<file path="src/design/csmatx_pkg.sv">
// Shared types, codes and constants of the CSMA-CA transmit controller.
package csmatx_pkg;

  localparam int TIMER_BITS = 24;
  localparam int PROD_W     = 24;
  localparam int SAT_W      = (TIMER_BITS > PROD_W) ? TIMER_BITS : PROD_W;

  localparam logic [2:0] EV_SEND   = 3'd0;
  localparam logic [2:0] EV_TICK   = 3'd1;
  localparam logic [2:0] EV_CCA    = 3'd2;
  localparam logic [2:0] EV_TXDONE = 3'd3;
  localparam logic [2:0] EV_ACK    = 3'd4;

  localparam logic [2:0] REG_CSMA_EN   = 3'd0;
  localparam logic [2:0] REG_ACK_EN    = 3'd1;
  localparam logic [2:0] REG_MIN_BE    = 3'd2;
  localparam logic [2:0] REG_MAX_BE    = 3'd3;
  localparam logic [2:0] REG_MAX_TRIAL = 3'd4;
  localparam logic [2:0] REG_UNIT      = 3'd5;
  localparam logic [2:0] REG_MAX_RETX  = 3'd6;
  localparam logic [2:0] REG_ACK_TMO   = 3'd7;

  typedef enum logic [1:0] {
    CMD_NONE = 2'd0,
    CMD_CCA  = 2'd1,
    CMD_TX   = 2'd2
  } cmd_t;

  typedef enum logic [4:0] {
    PH_IDLE    = 5'b00001,
    PH_BACKOFF = 5'b00010,
    PH_CCA     = 5'b00100,
    PH_TXDONE  = 5'b01000,
    PH_ACK     = 5'b10000
  } phase_t;

  typedef struct packed {
    logic        csma_en;
    logic        ack_en;
    logic [3:0]  min_be;
    logic [3:0]  max_be;
    logic [3:0]  max_trials;
    logic [15:0] unit;
    logic [2:0]  max_retx;
    logic [15:0] ack_tmo;
  } cfg_t;

  typedef struct packed {
    phase_t                phase;
    logic [3:0]            be;
    logic [3:0]            trials;
    logic [2:0]            retry;
    logic [TIMER_BITS-1:0] countdown;
    logic                  ack_mode;
  } state_t;

  typedef struct packed {
    cmd_t       command;
    logic       busy;
    logic       done;
    logic       success;
    logic [2:0] retries;
  } res_t;

endpackage

</file>
<file path="src/design/csmatx_step.sv">
// Next-state and result logic for one event word of the CSMA-CA controller.
module csmatx_step
  import csmatx_pkg::*;
(
  input  state_t     st,
  input  cfg_t       cfg,
  input  logic [2:0] func,
  input  logic       need_ack,
  input  logic       channel_clear,
  input  logic [7:0] random_value,
  output state_t     st_nxt,
  output res_t       res
);

  logic             fail;
  logic             start;
  logic             do_draw;
  logic             fin;
  logic             fin_ok;
  cmd_t             cmd;
  logic [3:0]       trial_inc;
  logic [7:0]       mask;
  logic [7:0]       rnd_m;
  logic [PROD_W-1:0] prod;
  logic [SAT_W-1:0] dly;
  logic [SAT_W-1:0] tmax;

  always_comb begin
    st_nxt    = st;
    fail      = 1'b0;
    start     = 1'b0;
    do_draw   = 1'b0;
    fin       = 1'b0;
    fin_ok    = 1'b0;
    cmd       = CMD_NONE;
    trial_inc = st.trials + 4'd1;

    case (func)
      EV_SEND: begin
        if (st.phase == PH_IDLE) begin
          st_nxt.ack_mode = need_ack & cfg.ack_en;
          st_nxt.retry    = 3'd0;
          start           = 1'b1;
        end
      end
      EV_TICK: begin
        if (st.phase == PH_BACKOFF || st.phase == PH_ACK) begin
          if (st.countdown <= TIMER_BITS'(1)) begin
            st_nxt.countdown = '0;
            if (st.phase == PH_BACKOFF) begin
              cmd          = CMD_CCA;
              st_nxt.phase = PH_CCA;
            end else begin
              fail = 1'b1;
            end
          end else begin
            st_nxt.countdown = st.countdown - TIMER_BITS'(1);
          end
        end
      end
      EV_CCA: begin
        if (st.phase == PH_CCA) begin
          if (channel_clear) begin
            st_nxt.phase = PH_TXDONE;
          end else begin
            st_nxt.trials = trial_inc;
            if (trial_inc >= cfg.max_trials) begin
              fail = 1'b1;
            end else begin
              if (st.be < cfg.max_be) begin
                st_nxt.be = st.be + 4'd1;
              end
              do_draw = 1'b1;
            end
          end
        end
      end
      EV_TXDONE: begin
        if (st.phase == PH_TXDONE) begin
          if (st.ack_mode) begin
            st_nxt.countdown = TIMER_BITS'(cfg.ack_tmo);
            st_nxt.phase     = PH_ACK;
          end else begin
            fin    = 1'b1;
            fin_ok = 1'b1;
          end
        end
      end
      EV_ACK: begin
        if (st.phase == PH_ACK) begin
          fin    = 1'b1;
          fin_ok = 1'b1;
        end
      end
      default: begin
      end
    endcase

    // failed attempt: retry or give up
    if (fail) begin
      if (st_nxt.ack_mode && st_nxt.retry < cfg.max_retx) begin
        st_nxt.retry = st_nxt.retry + 3'd1;
        start        = 1'b1;
      end else begin
        fin = 1'b1;
      end
    end

    if (start) begin
      if (cfg.csma_en) begin
        st_nxt.be     = cfg.min_be;
        st_nxt.trials = 4'd0;
        if (cfg.max_trials == 4'd0) begin
          // every retry fails at once: jump to the retry limit
          if (st_nxt.ack_mode && st_nxt.retry < cfg.max_retx) begin
            st_nxt.retry = cfg.max_retx;
          end
          fin = 1'b1;
        end else begin
          do_draw = 1'b1;
        end
      end else begin
        cmd          = CMD_TX;
        st_nxt.phase = PH_TXDONE;
      end
    end

    // backoff draw: max(unit, (rnd mod 2^BE) * unit), saturated
    mask  = (st_nxt.be >= 4'd8) ? 8'hFF : ((8'd1 << st_nxt.be[2:0]) - 8'd1);
    rnd_m = random_value & mask;
    prod  = PROD_W'(rnd_m) * PROD_W'(cfg.unit);
    dly   = (rnd_m == 8'd0) ? SAT_W'(cfg.unit) : SAT_W'(prod);
    tmax  = SAT_W'({TIMER_BITS{1'b1}});
    if (dly > tmax) begin
      dly = tmax;
    end
    if (do_draw) begin
      st_nxt.countdown = dly[TIMER_BITS-1:0];
      st_nxt.phase     = PH_BACKOFF;
    end

    if (fin) begin
      st_nxt.phase     = PH_IDLE;
      st_nxt.countdown = '0;
    end

    res.command = cmd;
    res.busy    = (st_nxt.phase != PH_IDLE);
    res.done    = fin;
    res.success = fin & fin_ok;
    res.retries = st_nxt.retry;
  end

endmodule

</file>
<file path="src/design/csma_ca_transmit_controller.sv">
// Top level of the unslotted CSMA-CA transmit controller with acknowledgement retries.
//
// Usage:
//   Input channel (in_valid/in_ready) carries one event word: in_func selects send
//   request, timer tick, clear-channel result, transmit done or ack received; the
//   other fields qualify it. Every event word yields exactly one result word on the
//   output channel (out_valid/out_ready): radio command, busy, done, success and
//   the retransmission count of the current frame.
//   Configuration registers are written through cfg_wr_en/cfg_index/cfg_data with
//   no wait; the user must write them only while no event word is in flight, as the block itself does not enforce it.
//   An accepted event word passes from the input register through the next-state logic
//   into the state and result registers. Throughput: one event word per cycle while
//   out_ready does not stall; the next-state logic holds a single 8x16 multiplier for
//   the backoff draw and updates the state and the result register together.
//   Reset (rst_n low, synchronous) empties both registers, returns to idle with all
//   counters zero and loads the register defaults.
//   A stall on out_ready holds the result word; the input register still takes one
//   more word, after which in_ready drops until the result word leaves.
module csma_ca_transmit_controller
  import csmatx_pkg::*;
(
  input  logic        clk,
  input  logic        rst_n,
  input  logic        in_valid,
  output logic        in_ready,
  input  logic [2:0]  in_func,
  input  logic        in_need_ack,
  input  logic        in_channel_clear,
  input  logic [7:0]  in_random_value,
  output logic        out_valid,
  input  logic        out_ready,
  output logic [1:0]  out_command,
  output logic        out_busy_res,
  output logic        out_done_res,
  output logic        out_success,
  output logic [2:0]  out_retries_used,
  input  logic        cfg_wr_en,
  input  logic [2:0]  cfg_index,
  input  logic [15:0] cfg_data
);

  cfg_t       cfg_r;
  state_t     st_r;
  state_t     st_nxt;
  res_t       res_nxt;
  res_t       res_r;
  logic       in_v_r;
  logic       out_v_r;
  logic [2:0] func_r;
  logic       need_ack_r;
  logic       clear_r;
  logic [7:0] rnd_r;
  logic       adv;
  logic       fire;

  assign adv      = !out_v_r || out_ready;
  assign fire     = in_v_r && adv;
  assign in_ready = !in_v_r || adv;

  csmatx_step u_step (
    .st            (st_r),
    .cfg           (cfg_r),
    .func          (func_r),
    .need_ack      (need_ack_r),
    .channel_clear (clear_r),
    .random_value  (rnd_r),
    .st_nxt        (st_nxt),
    .res           (res_nxt)
  );

  always_ff @(posedge clk) begin
    if (!rst_n) begin
      cfg_r.csma_en    <= 1'b1;
      cfg_r.ack_en     <= 1'b1;
      cfg_r.min_be     <= 4'd3;
      cfg_r.max_be     <= 4'd5;
      cfg_r.max_trials <= 4'd5;
      cfg_r.unit       <= 16'd320;
      cfg_r.max_retx   <= 3'd3;
      cfg_r.ack_tmo    <= 16'd864;
    end else if (cfg_wr_en) begin
      case (cfg_index)
        REG_CSMA_EN:   cfg_r.csma_en    <= cfg_data[0];
        REG_ACK_EN:    cfg_r.ack_en     <= cfg_data[0];
        REG_MIN_BE:    cfg_r.min_be     <= cfg_data[3:0];
        REG_MAX_BE:    cfg_r.max_be     <= cfg_data[3:0];
        REG_MAX_TRIAL: cfg_r.max_trials <= cfg_data[3:0];
        REG_UNIT:      cfg_r.unit       <= cfg_data;
        REG_MAX_RETX:  cfg_r.max_retx   <= cfg_data[2:0];
        REG_ACK_TMO:   cfg_r.ack_tmo    <= cfg_data;
        default: begin
        end
      endcase
    end
  end

  always_ff @(posedge clk) begin
    if (!rst_n) begin
      in_v_r      <= 1'b0;
      out_v_r     <= 1'b0;
      st_r.phase  <= PH_IDLE;
      st_r.be     <= '0;
      st_r.trials <= '0;
      st_r.retry  <= '0;
      st_r.countdown <= '0;
      st_r.ack_mode  <= 1'b0;
    end else begin
      if (in_ready) begin
        in_v_r <= in_valid;
      end
      if (fire) begin
        st_r    <= st_nxt;
        out_v_r <= 1'b1;
      end else if (out_ready) begin
        out_v_r <= 1'b0;
      end
    end
  end

  always_ff @(posedge clk) begin
    if (in_ready && in_valid) begin
      func_r     <= in_func;
      need_ack_r <= in_need_ack;
      clear_r    <= in_channel_clear;
      rnd_r      <= in_random_value;
    end
    if (fire) begin
      res_r <= res_nxt;
    end
  end

  assign out_valid        = out_v_r;
  assign out_command      = res_r.command;
  assign out_busy_res     = res_r.busy;
  assign out_done_res     = res_r.done;
  assign out_success      = res_r.success;
  assign out_retries_used = res_r.retries;

endmodule

</file>
<file path="config.mk">
export PLATFORM = sky130hd
export DESIGN_NAME = csma_ca_transmit_controller
export DESIGN_NICKNAME = d
export VERILOG_FILES = /design/src/design/csmatx_pkg.sv /design/src/design/csmatx_step.sv /design/src/design/csma_ca_transmit_controller.sv
export SDC_FILE = /design/constraint.sdc
export NUM_CORES = 1
export LEC_CHECK = 0
export BUFFER_PORTS_ARGS = -buffer_cell sky130_fd_sc_hd__buf_2
export CAP_MARGIN = 20
export CORE_MARGIN = 4
export CORE_UTILIZATION = 58
export CTS_CLUSTER_SIZE = 12
export DETAILED_ROUTE_END_ITERATION = 16
export PLACE_DENSITY = 0.79
export SYNTH_ARGS = -nofsm -noshare
export SYNTH_HDL_FRONTEND = slang
export SYNTH_SLANG_ARGS = --single-unit
</file>
<file path="constraint.sdc">
create_clock -name clk -period 8 [get_ports clk]
set_clock_uncertainty 0.15 [all_clocks]
set_input_delay 1.6 -clock clk [delete_from_list [all_inputs] [get_ports clk]]
set_output_delay 1.6 -clock clk [all_outputs]
set_load 0.02 [all_outputs]
</file>
Word level (Yosys, flattened, before mapping). Index checks and enable logic that the tools add are counted.

Bits in registers: 113. Input bits: 37. Word-level logic and storage cells: 156.

Add/sub/neg operators: 5. $mul: 1. $lt $le $gt $ge: 7. Eq/ne operators: 20. Shifts and indexed selects: 1. Multiplexer cells: 70. Bitwise logic cells: 3. Reductions and logical operators: 24.

Operators by type and width (count): 24-bit two-way mux (8); 24-bit one-hot mux with 2 select lines (1); 5-bit two-way mux (9); 1-bit two-way mux (30); 24-bit greater-than comparator, second input constant (1); 24-bit by 1-bit less-or-equal comparator with 1-bit output, second input constant (1); 8-bit by 16-bit multiplier with 24-bit output (1); 8-bit two-way mux (3); 24-bit by 1-bit subtractor with 24-bit output, second input constant (1); 3-bit two-way mux (6); 16-bit two-way mux (1); 2-bit AND reduction (8); 3-bit == test, second input constant (5); 5-bit one-hot mux with 3 select lines (1); 13-bit two-way mux (1); 3-bit by 2-bit == test with 1-bit output, second input constant (4); 11-bit two-way mux (1); 2-bit two-way mux (5); 4-bit by 1-bit adder with 4-bit output, second input constant (2); 8-bit bitwise AND (1); 8-bit zero test (1); 4-bit two-way mux (2); 4-bit by 1-bit != test with 1-bit output, second input constant (2); 1-bit by 3-bit << shifter with 8-bit output, first input constant (1); 24 further kinds (35).

Longest topological paths before layout.
Depth in word-level cells: 23. Gate-level depth with buffers: 38. Mapped depth without buffers: 37.

Modules after synthesis. From an unflattened synthesis, not the netlist that was laid out.

Cell total of the unflattened synthesis: 1314. Area total of the unflattened synthesis: 11025.6 um^2.

Modules (own cells, without submodules): csmatx_step (times used 1, cells each 918, area each 6912.9 um^2, seq. area each 0.0 um^2); csma_ca_transmit_controller (times used 1, cells each 396, area each 4112.7 um^2, seq. area each 2472.4 um^2).

Least setup slack after synthesis. Ideal clock, no wire load.

Path type: reg2reg. Start: reg st_r[40] in the netlist's numbering. End: reg st_r[24] in the netlist's numbering. Setup time: 0.116 ns. Data arrival time: 8.005 ns. Required time: 7.734 ns. Path slack: -0.270 ns. Stages on the path, launching flop included: 36. Buffers on the path: 1. Path through: dfxtp_1 -> buf_2 -> nor4b_2 -> nand3_1 -> and2_1 -> ha_1 -> o41ai_4 -> o2111ai_1 -> nand2_1 -> nor3_1 -> a31oi_1 -> ha_1 -> inv_1 -> o221ai_1 -> mux2i_1 -> o31ai_1 -> and2_1 -> nand2_1 -> fa_1 -> fa_1 -> inv_1 -> fa_1 -> inv_1 -> fa_1 -> inv_1 -> ha_1 -> o21ai_0 -> o21a_1 -> o311ai_0 -> nand2_1 -> nor3_1 -> nor4_1 -> o21bai_1 -> a21oi_1 -> xnor2_1 -> a31o_1.

Word-level cells in the longest chain between the ends: 18. Elaborated cells between the ends (all ways): 55. Those cells by class: add/sub: 1; mul: 1; order compare: 3; eq/ne: 8; shift: 1; mux: 35; bitwise: 1; reduce/logical: 5.

RTL lines: start: declaration (RTL line csma_ca_transmit_controller.sv:43) `state_t st_r;`; start signal: assignment (RTL line csma_ca_transmit_controller.sv:112) `st_r <= st_nxt;`; 5-bit by 1-bit == test with 1-bit output (RTL line csmatx_step.sv:40) `if (st.phase == PH_IDLE) begin`; 3-bit two-way mux (RTL line csmatx_step.sv:40); 3-bit two-way mux (RTL line csmatx_step.sv:38) `case (func)`; 3-bit < comparator (RTL line csmatx_step.sv:101) `if (st_nxt.ack_mode && st_nxt.retry < cfg.max_retx) begin`; 1-bit logical AND (RTL line csmatx_step.sv:101); 1-bit two-way mux (RTL line csmatx_step.sv:101); 1-bit two-way mux (RTL line csmatx_step.sv:100) `if (fail) begin`; 16-bit two-way mux (RTL line csmatx_step.sv:109) `if (start) begin`; [... 2 more ...]; 8-bit two-way mux (RTL line csmatx_step.sv:129) `mask = (st_nxt.be >= 4'd8) ? 8'hFF : ((8'd1 << st_nxt.be[2:0]) - 8'd1);`; 8-bit bitwise AND (RTL line csmatx_step.sv:130) `rnd_m = random_value & mask;`; 8-bit by 16-bit multiplier with 24-bit output / 8-bit zero test (equally long branches) (RTL line csmatx_step.sv:131, csmatx_step.sv:132); 24-bit two-way mux (RTL line csmatx_step.sv:132) `dly = (rnd_m == 8'd0) ? SAT_W'(cfg.unit) : SAT_W'(prod);`; 24-bit greater-than comparator (RTL line csmatx_step.sv:134) `if (dly > tmax) begin`; 24-bit two-way mux (RTL line csmatx_step.sv:134); 24-bit two-way mux (RTL line csmatx_step.sv:137) `if (do_draw) begin`; 24-bit two-way mux (RTL line csmatx_step.sv:142) `if (fin) begin`.

Parallel ways exist; a longest one is shown, timed or not. A chain may end at the register's enable or synchronous reset.

Worst setup path in the final report.
Start: reg func_r[2]. End: reg st_r[24] in the netlist's numbering.

Word-level cells in the longest chain between the ends: 17. Elaborated cells between the ends (all ways): 44. Those cells by class: add/sub: 1; mul: 1; order compare: 3; eq/ne: 7; shift: 1; mux: 25; bitwise: 1; reduce/logical: 5.

RTL lines: start: declaration (RTL line csma_ca_transmit_controller.sv:49) `logic [2:0] func_r;`; start signal: assignment (RTL line csma_ca_transmit_controller.sv:122) `func_r <= in_func;`; 3-bit zero test (RTL line csmatx_step.sv:38); 3-bit two-way mux (RTL line csmatx_step.sv:38); 3-bit < comparator (RTL line csmatx_step.sv:101); 1-bit logical AND (RTL line csmatx_step.sv:101); 1-bit two-way mux (RTL line csmatx_step.sv:101); 1-bit two-way mux (RTL line csmatx_step.sv:100); 16-bit two-way mux (RTL line csmatx_step.sv:109); 1-bit by 3-bit << shifter with 8-bit output (RTL line csmatx_step.sv:129); 8-bit by 1-bit subtractor with 8-bit output (RTL line csmatx_step.sv:129); 8-bit two-way mux (RTL line csmatx_step.sv:129); 8-bit bitwise AND (RTL line csmatx_step.sv:130); 8-bit by 16-bit multiplier with 24-bit output / 8-bit zero test (equally long branches) (RTL line csmatx_step.sv:131, csmatx_step.sv:132); 24-bit two-way mux (RTL line csmatx_step.sv:132); 24-bit greater-than comparator (RTL line csmatx_step.sv:134); 24-bit two-way mux (RTL line csmatx_step.sv:134); 24-bit two-way mux (RTL line csmatx_step.sv:137); 24-bit two-way mux (RTL line csmatx_step.sv:142).

Parallel ways exist; a longest one is shown, timed or not.

==> results.json <==
{
  "outcome": "completed",
  "tns_ps": 0,
  "maxCapViolations": 0,
  "nNetsFinal": 1589,
  "vias_per_cell": 6.26,
  "route.vias.total": 10300,
  "critical_path.max_stage_delay_ps": 530,
  "drive_gt1_share_pct": 17.7,
  "worst_r2r_startpoint": "func_r[2]$_DFFE_PP_",
  "synth.cell_area_sq_um": 10900,
  "first_global_vias": 9972,
  "drt_wl_total_mm": 32.8,
  "clockBufferDepth": 2,
  "post_layout_nonfiller_instances": 1649,
  "post_synth_fa_ha_maj_area_fraction_pct": 22.5,
  "drt-pass1-iter-count": 6,
  "min-delay-start": "cfg_r[39]$_SDFFE_PN1P_",
  "grt_antenna_before_repair": 0,
  "post-route-period-util_pct": 98.1,
  "gr-total-overflow": 0,
  "critical_path.endpoint_type": "register",
  "tritoncts.num_buffers": 17,
  "commonest_cells_after_routing_fill_and_taps_aside": "sky130_fd_sc_hd__nand2_1, sky130_fd_sc_hd__inv_1, sky130_fd_sc_hd__dfxtp_1, sky130_fd_sc_hd__fa_1, sky130_fd_sc_hd__buf_4",
  "share_of_the_synthesized_area_in_compound_gates_ao_oa_aoi_oai_pct": 19.2,
  "detail_route.iter0.violations": 1363,
  "mappedNetlistNets": 1515,
  "max_h_tree_level": 4,
  "floorplan.die_area_sq_um": 21000,
  "crit_slowest_cell": "sky130_fd_sc_hd__fa_1",
  "synth.avg_cell_area_sq_um": 8.14,
  "num_rows": 49,
  "largest_net_degree_at_the_start_of_global_routing": 45,
  "synth_top_family_by_area": "adder cells",
  "critPathMaxFanout": 5,
  "insertedDiodeCount": 0,
  "place.gp.congestion": 0.997,
  "irDropWorstVdd_mv": 0.151,
  "synth_cells": 1333,
  "arrival_ps": 8000,
  "startpoint_type": "register",
  "worst_setup_path_type": "reg2reg",
  "grt_util_all_layers_pct": 31.3,
  "post_synth_num_cell_types": 81,
  "final-max-slew-violation-count": 0,
  "period_minus_slack_ps": 7850,
  "setup_viol": 0,
  "clk_latency_ps": 420,
  "number_of_flops_mapped_to_enable_cells_by_yosys": 21,
  "first_pass_grt_wire_length_mm": 51.7,
  "synth-simple-area-share_pct": 22.1,
  "fillers": 1406,
  "die_y_um": 145,
  "synth_seq_area_share_pct": 22.8,
  "power_per_cell_area_nw_per_um2": 131,
  "clock.fmax_mhz": 127,
  "route.detailed.drc": 0,
  "post_synth_mux_area_share_pct": 1.71,
  "rsz0062_at_grt": "yes",
  "placed_cells_incl_taps": 1592,
  "synth-xor-area-share_pct": 3.07,
  "synth_area_leaders": "sky130_fd_sc_hd__dfxtp_1, sky130_fd_sc_hd__fa_1, sky130_fd_sc_hd__ha_1",
  "cts_root_buf": "sky130_fd_sc_hd__clkbuf_16",
  "asyncSetResetFlopFracSynth_pct": 0,
  "hold_class": "reg2reg",
  "slew_headroom_pct": 30.2,
  "tightestPinTransition_ps": 1050,
  "worst_setup_path_startpoint": "func_r[2]$_DFFE_PP_",
  "ys_dominant_reg_cell": "sky130_fd_sc_hd__dfxtp_1",
  "clock_tree_from_tritoncts": "yes",
  "synthToLayoutAreaGrowth_pct": 16.3,
  "initial_utilization_pct": 59.6,
  "post-synth-top-area-fraction_pct": 17.0,
  "buffer_ports.inserted": 46,
  "dp_hpwl_mm": 24.2,
  "synth.largest_area_cell": "sky130_fd_sc_hd__dfxtp_1",
  "die_width_um": 145,
  "cp.required_ps": 8160,
  "layout_commonest_cell": "sky130_fd_sc_hd__nand2_1",
  "ys.warnings.count": 0,
  "timing.final.hold_violations": 0,
  "route.antenna.remaining_nets": 0,
  "detail_route.wl_per_cell_um": 19.9,
  "clock_transition_at_the_register_clock_pins_on_the_worst_setup_and_hold_paths_after_cts_ps": 60,
  "core_sq_um": 18200,
  "power_leakage_uw": 0.00562,
  "io-pin-count": 47,
  "clock_sinks": 113,
  "synth-seq-cells": 113
}
kinds of logic (layout without fill, tap and decap cells):
logic type,count (synthesis),count (layout)
xor gates and xnor gates,38,38
muxes,18,18
and+or+nand+nor,486,486
adders and majority gates,145,145
buffers and inverters,235,322
DFF,113,113
AOI/OAI and AO/OA,298,298
synth_stat cells, drive strengths merged, types with 5 or more instances:
cell type  number
buf            21
nand2         192
nor2           63
a221o          10
nand3          29
fa             84
o31ai          10
xnor2          25
nor3b           5
mux2i          14
nand2b          8
or2            10
nor2b           9
inv           159
dfxtp          92
or3             9
xor2           13
o31a           10
nor3           41
a31oi          21
o21ai          50
and2           55
o311ai          8
a21oi          81
a21o            8
a22oi          11
o22ai           5
o21bai          5
clkbuf         55
edfxtp         21
o211ai         15
a211oi          9
and3           22
or4             5
a31o            6
o21a           12
nand4          15
ha             61
nor4           13
layout make-up:
type	instances	area [sq um]	share of cell area, %
clock buffer	18	439	3.48
clock inverter	14	133	1.05
inverter	159	597	4.73
multi-input combinational	985	7810	61.9
sequential	113	2470	19.6
tap	229	287	2.27
timing repair buffer	131	883	7.00
worst paths after layout:
| kind | slack [ps] | cells past startpoint | endpoint |
|---|---|---|---|
| min reg2reg | 350 | 2 | cfg_r[39]$_SDFFE_PN1P_ |
| max | 150 | 38 | st_r[24]$_SDFFE_PN0P_ |
| max reg2reg | 150 | 38 | st_r[24]$_SDFFE_PN0P_ |
| min | 350 | 2 | cfg_r[39]$_SDFFE_PN1P_ |
routing by layer:
layer / GRT usage, % / wire length (um) / vias up
met5: 0 / 0 / -
met1: 43.2 / 13000 / 4913
met4: 9.92 / 1070 / 0
met2: 48.9 / 15100 / 572
met3: 7.62 / 3660 / 94
li1: - / - / 4737
report_power, final:
part,switching (uW),total [uW],internal [uW]
Sequential,17.5,612,594
Clock,297,736,439
Combinational,189,302,113
Total,504,1650,1150
per-stage QoR:
step | setup slack, ps | total power [uW] | util (%) | hold slack (ps) | cell area, sq um
2_1_floorplan | 80.7 | 808 | - | 287 | 10900
3_3_place_gp | -88.4 | 886 | 63.1 | 311 | 11500
3_5_place_dp | -288 | 891 | 63.2 | 318 | 11500
4_1_cts | 0.0568 | 1620 | 66.8 | 338 | 12200
5_1_grt | -206 | 1710 | 69.3 | 361 | 12600
6_report | 154 | 1650 | 69.3 | 351 | 12600
worst max-delay path, delay by kind of cell (launching register included):
kind / cells / cell delay [ps]
fa+ha+maj: 7 / 2880
compound gates: 12 / 1930
simple gates: 11 / 1610
buf+inv: 6 / 480
flops: 1 / 430
xor+xnor: 1 / 130
mux: 1 / 120
flip-flops by register name, summed over array words and instances (netlist names), 2 cells and up:
name              cells
cfg_r                49
st_r                 41
out_command           2
func_r                3
out_retries_used      3
rnd_r                 8
repair_timing:
action                                  CTS  global route
endpoints found under the setup margin    7            13
pin swaps                                 8            37
hold buffers                              0             0
buffers inserted                          8            15
cloned                                    0             1
resized for setup                         8            63
(Power assumes the default switching activity.)
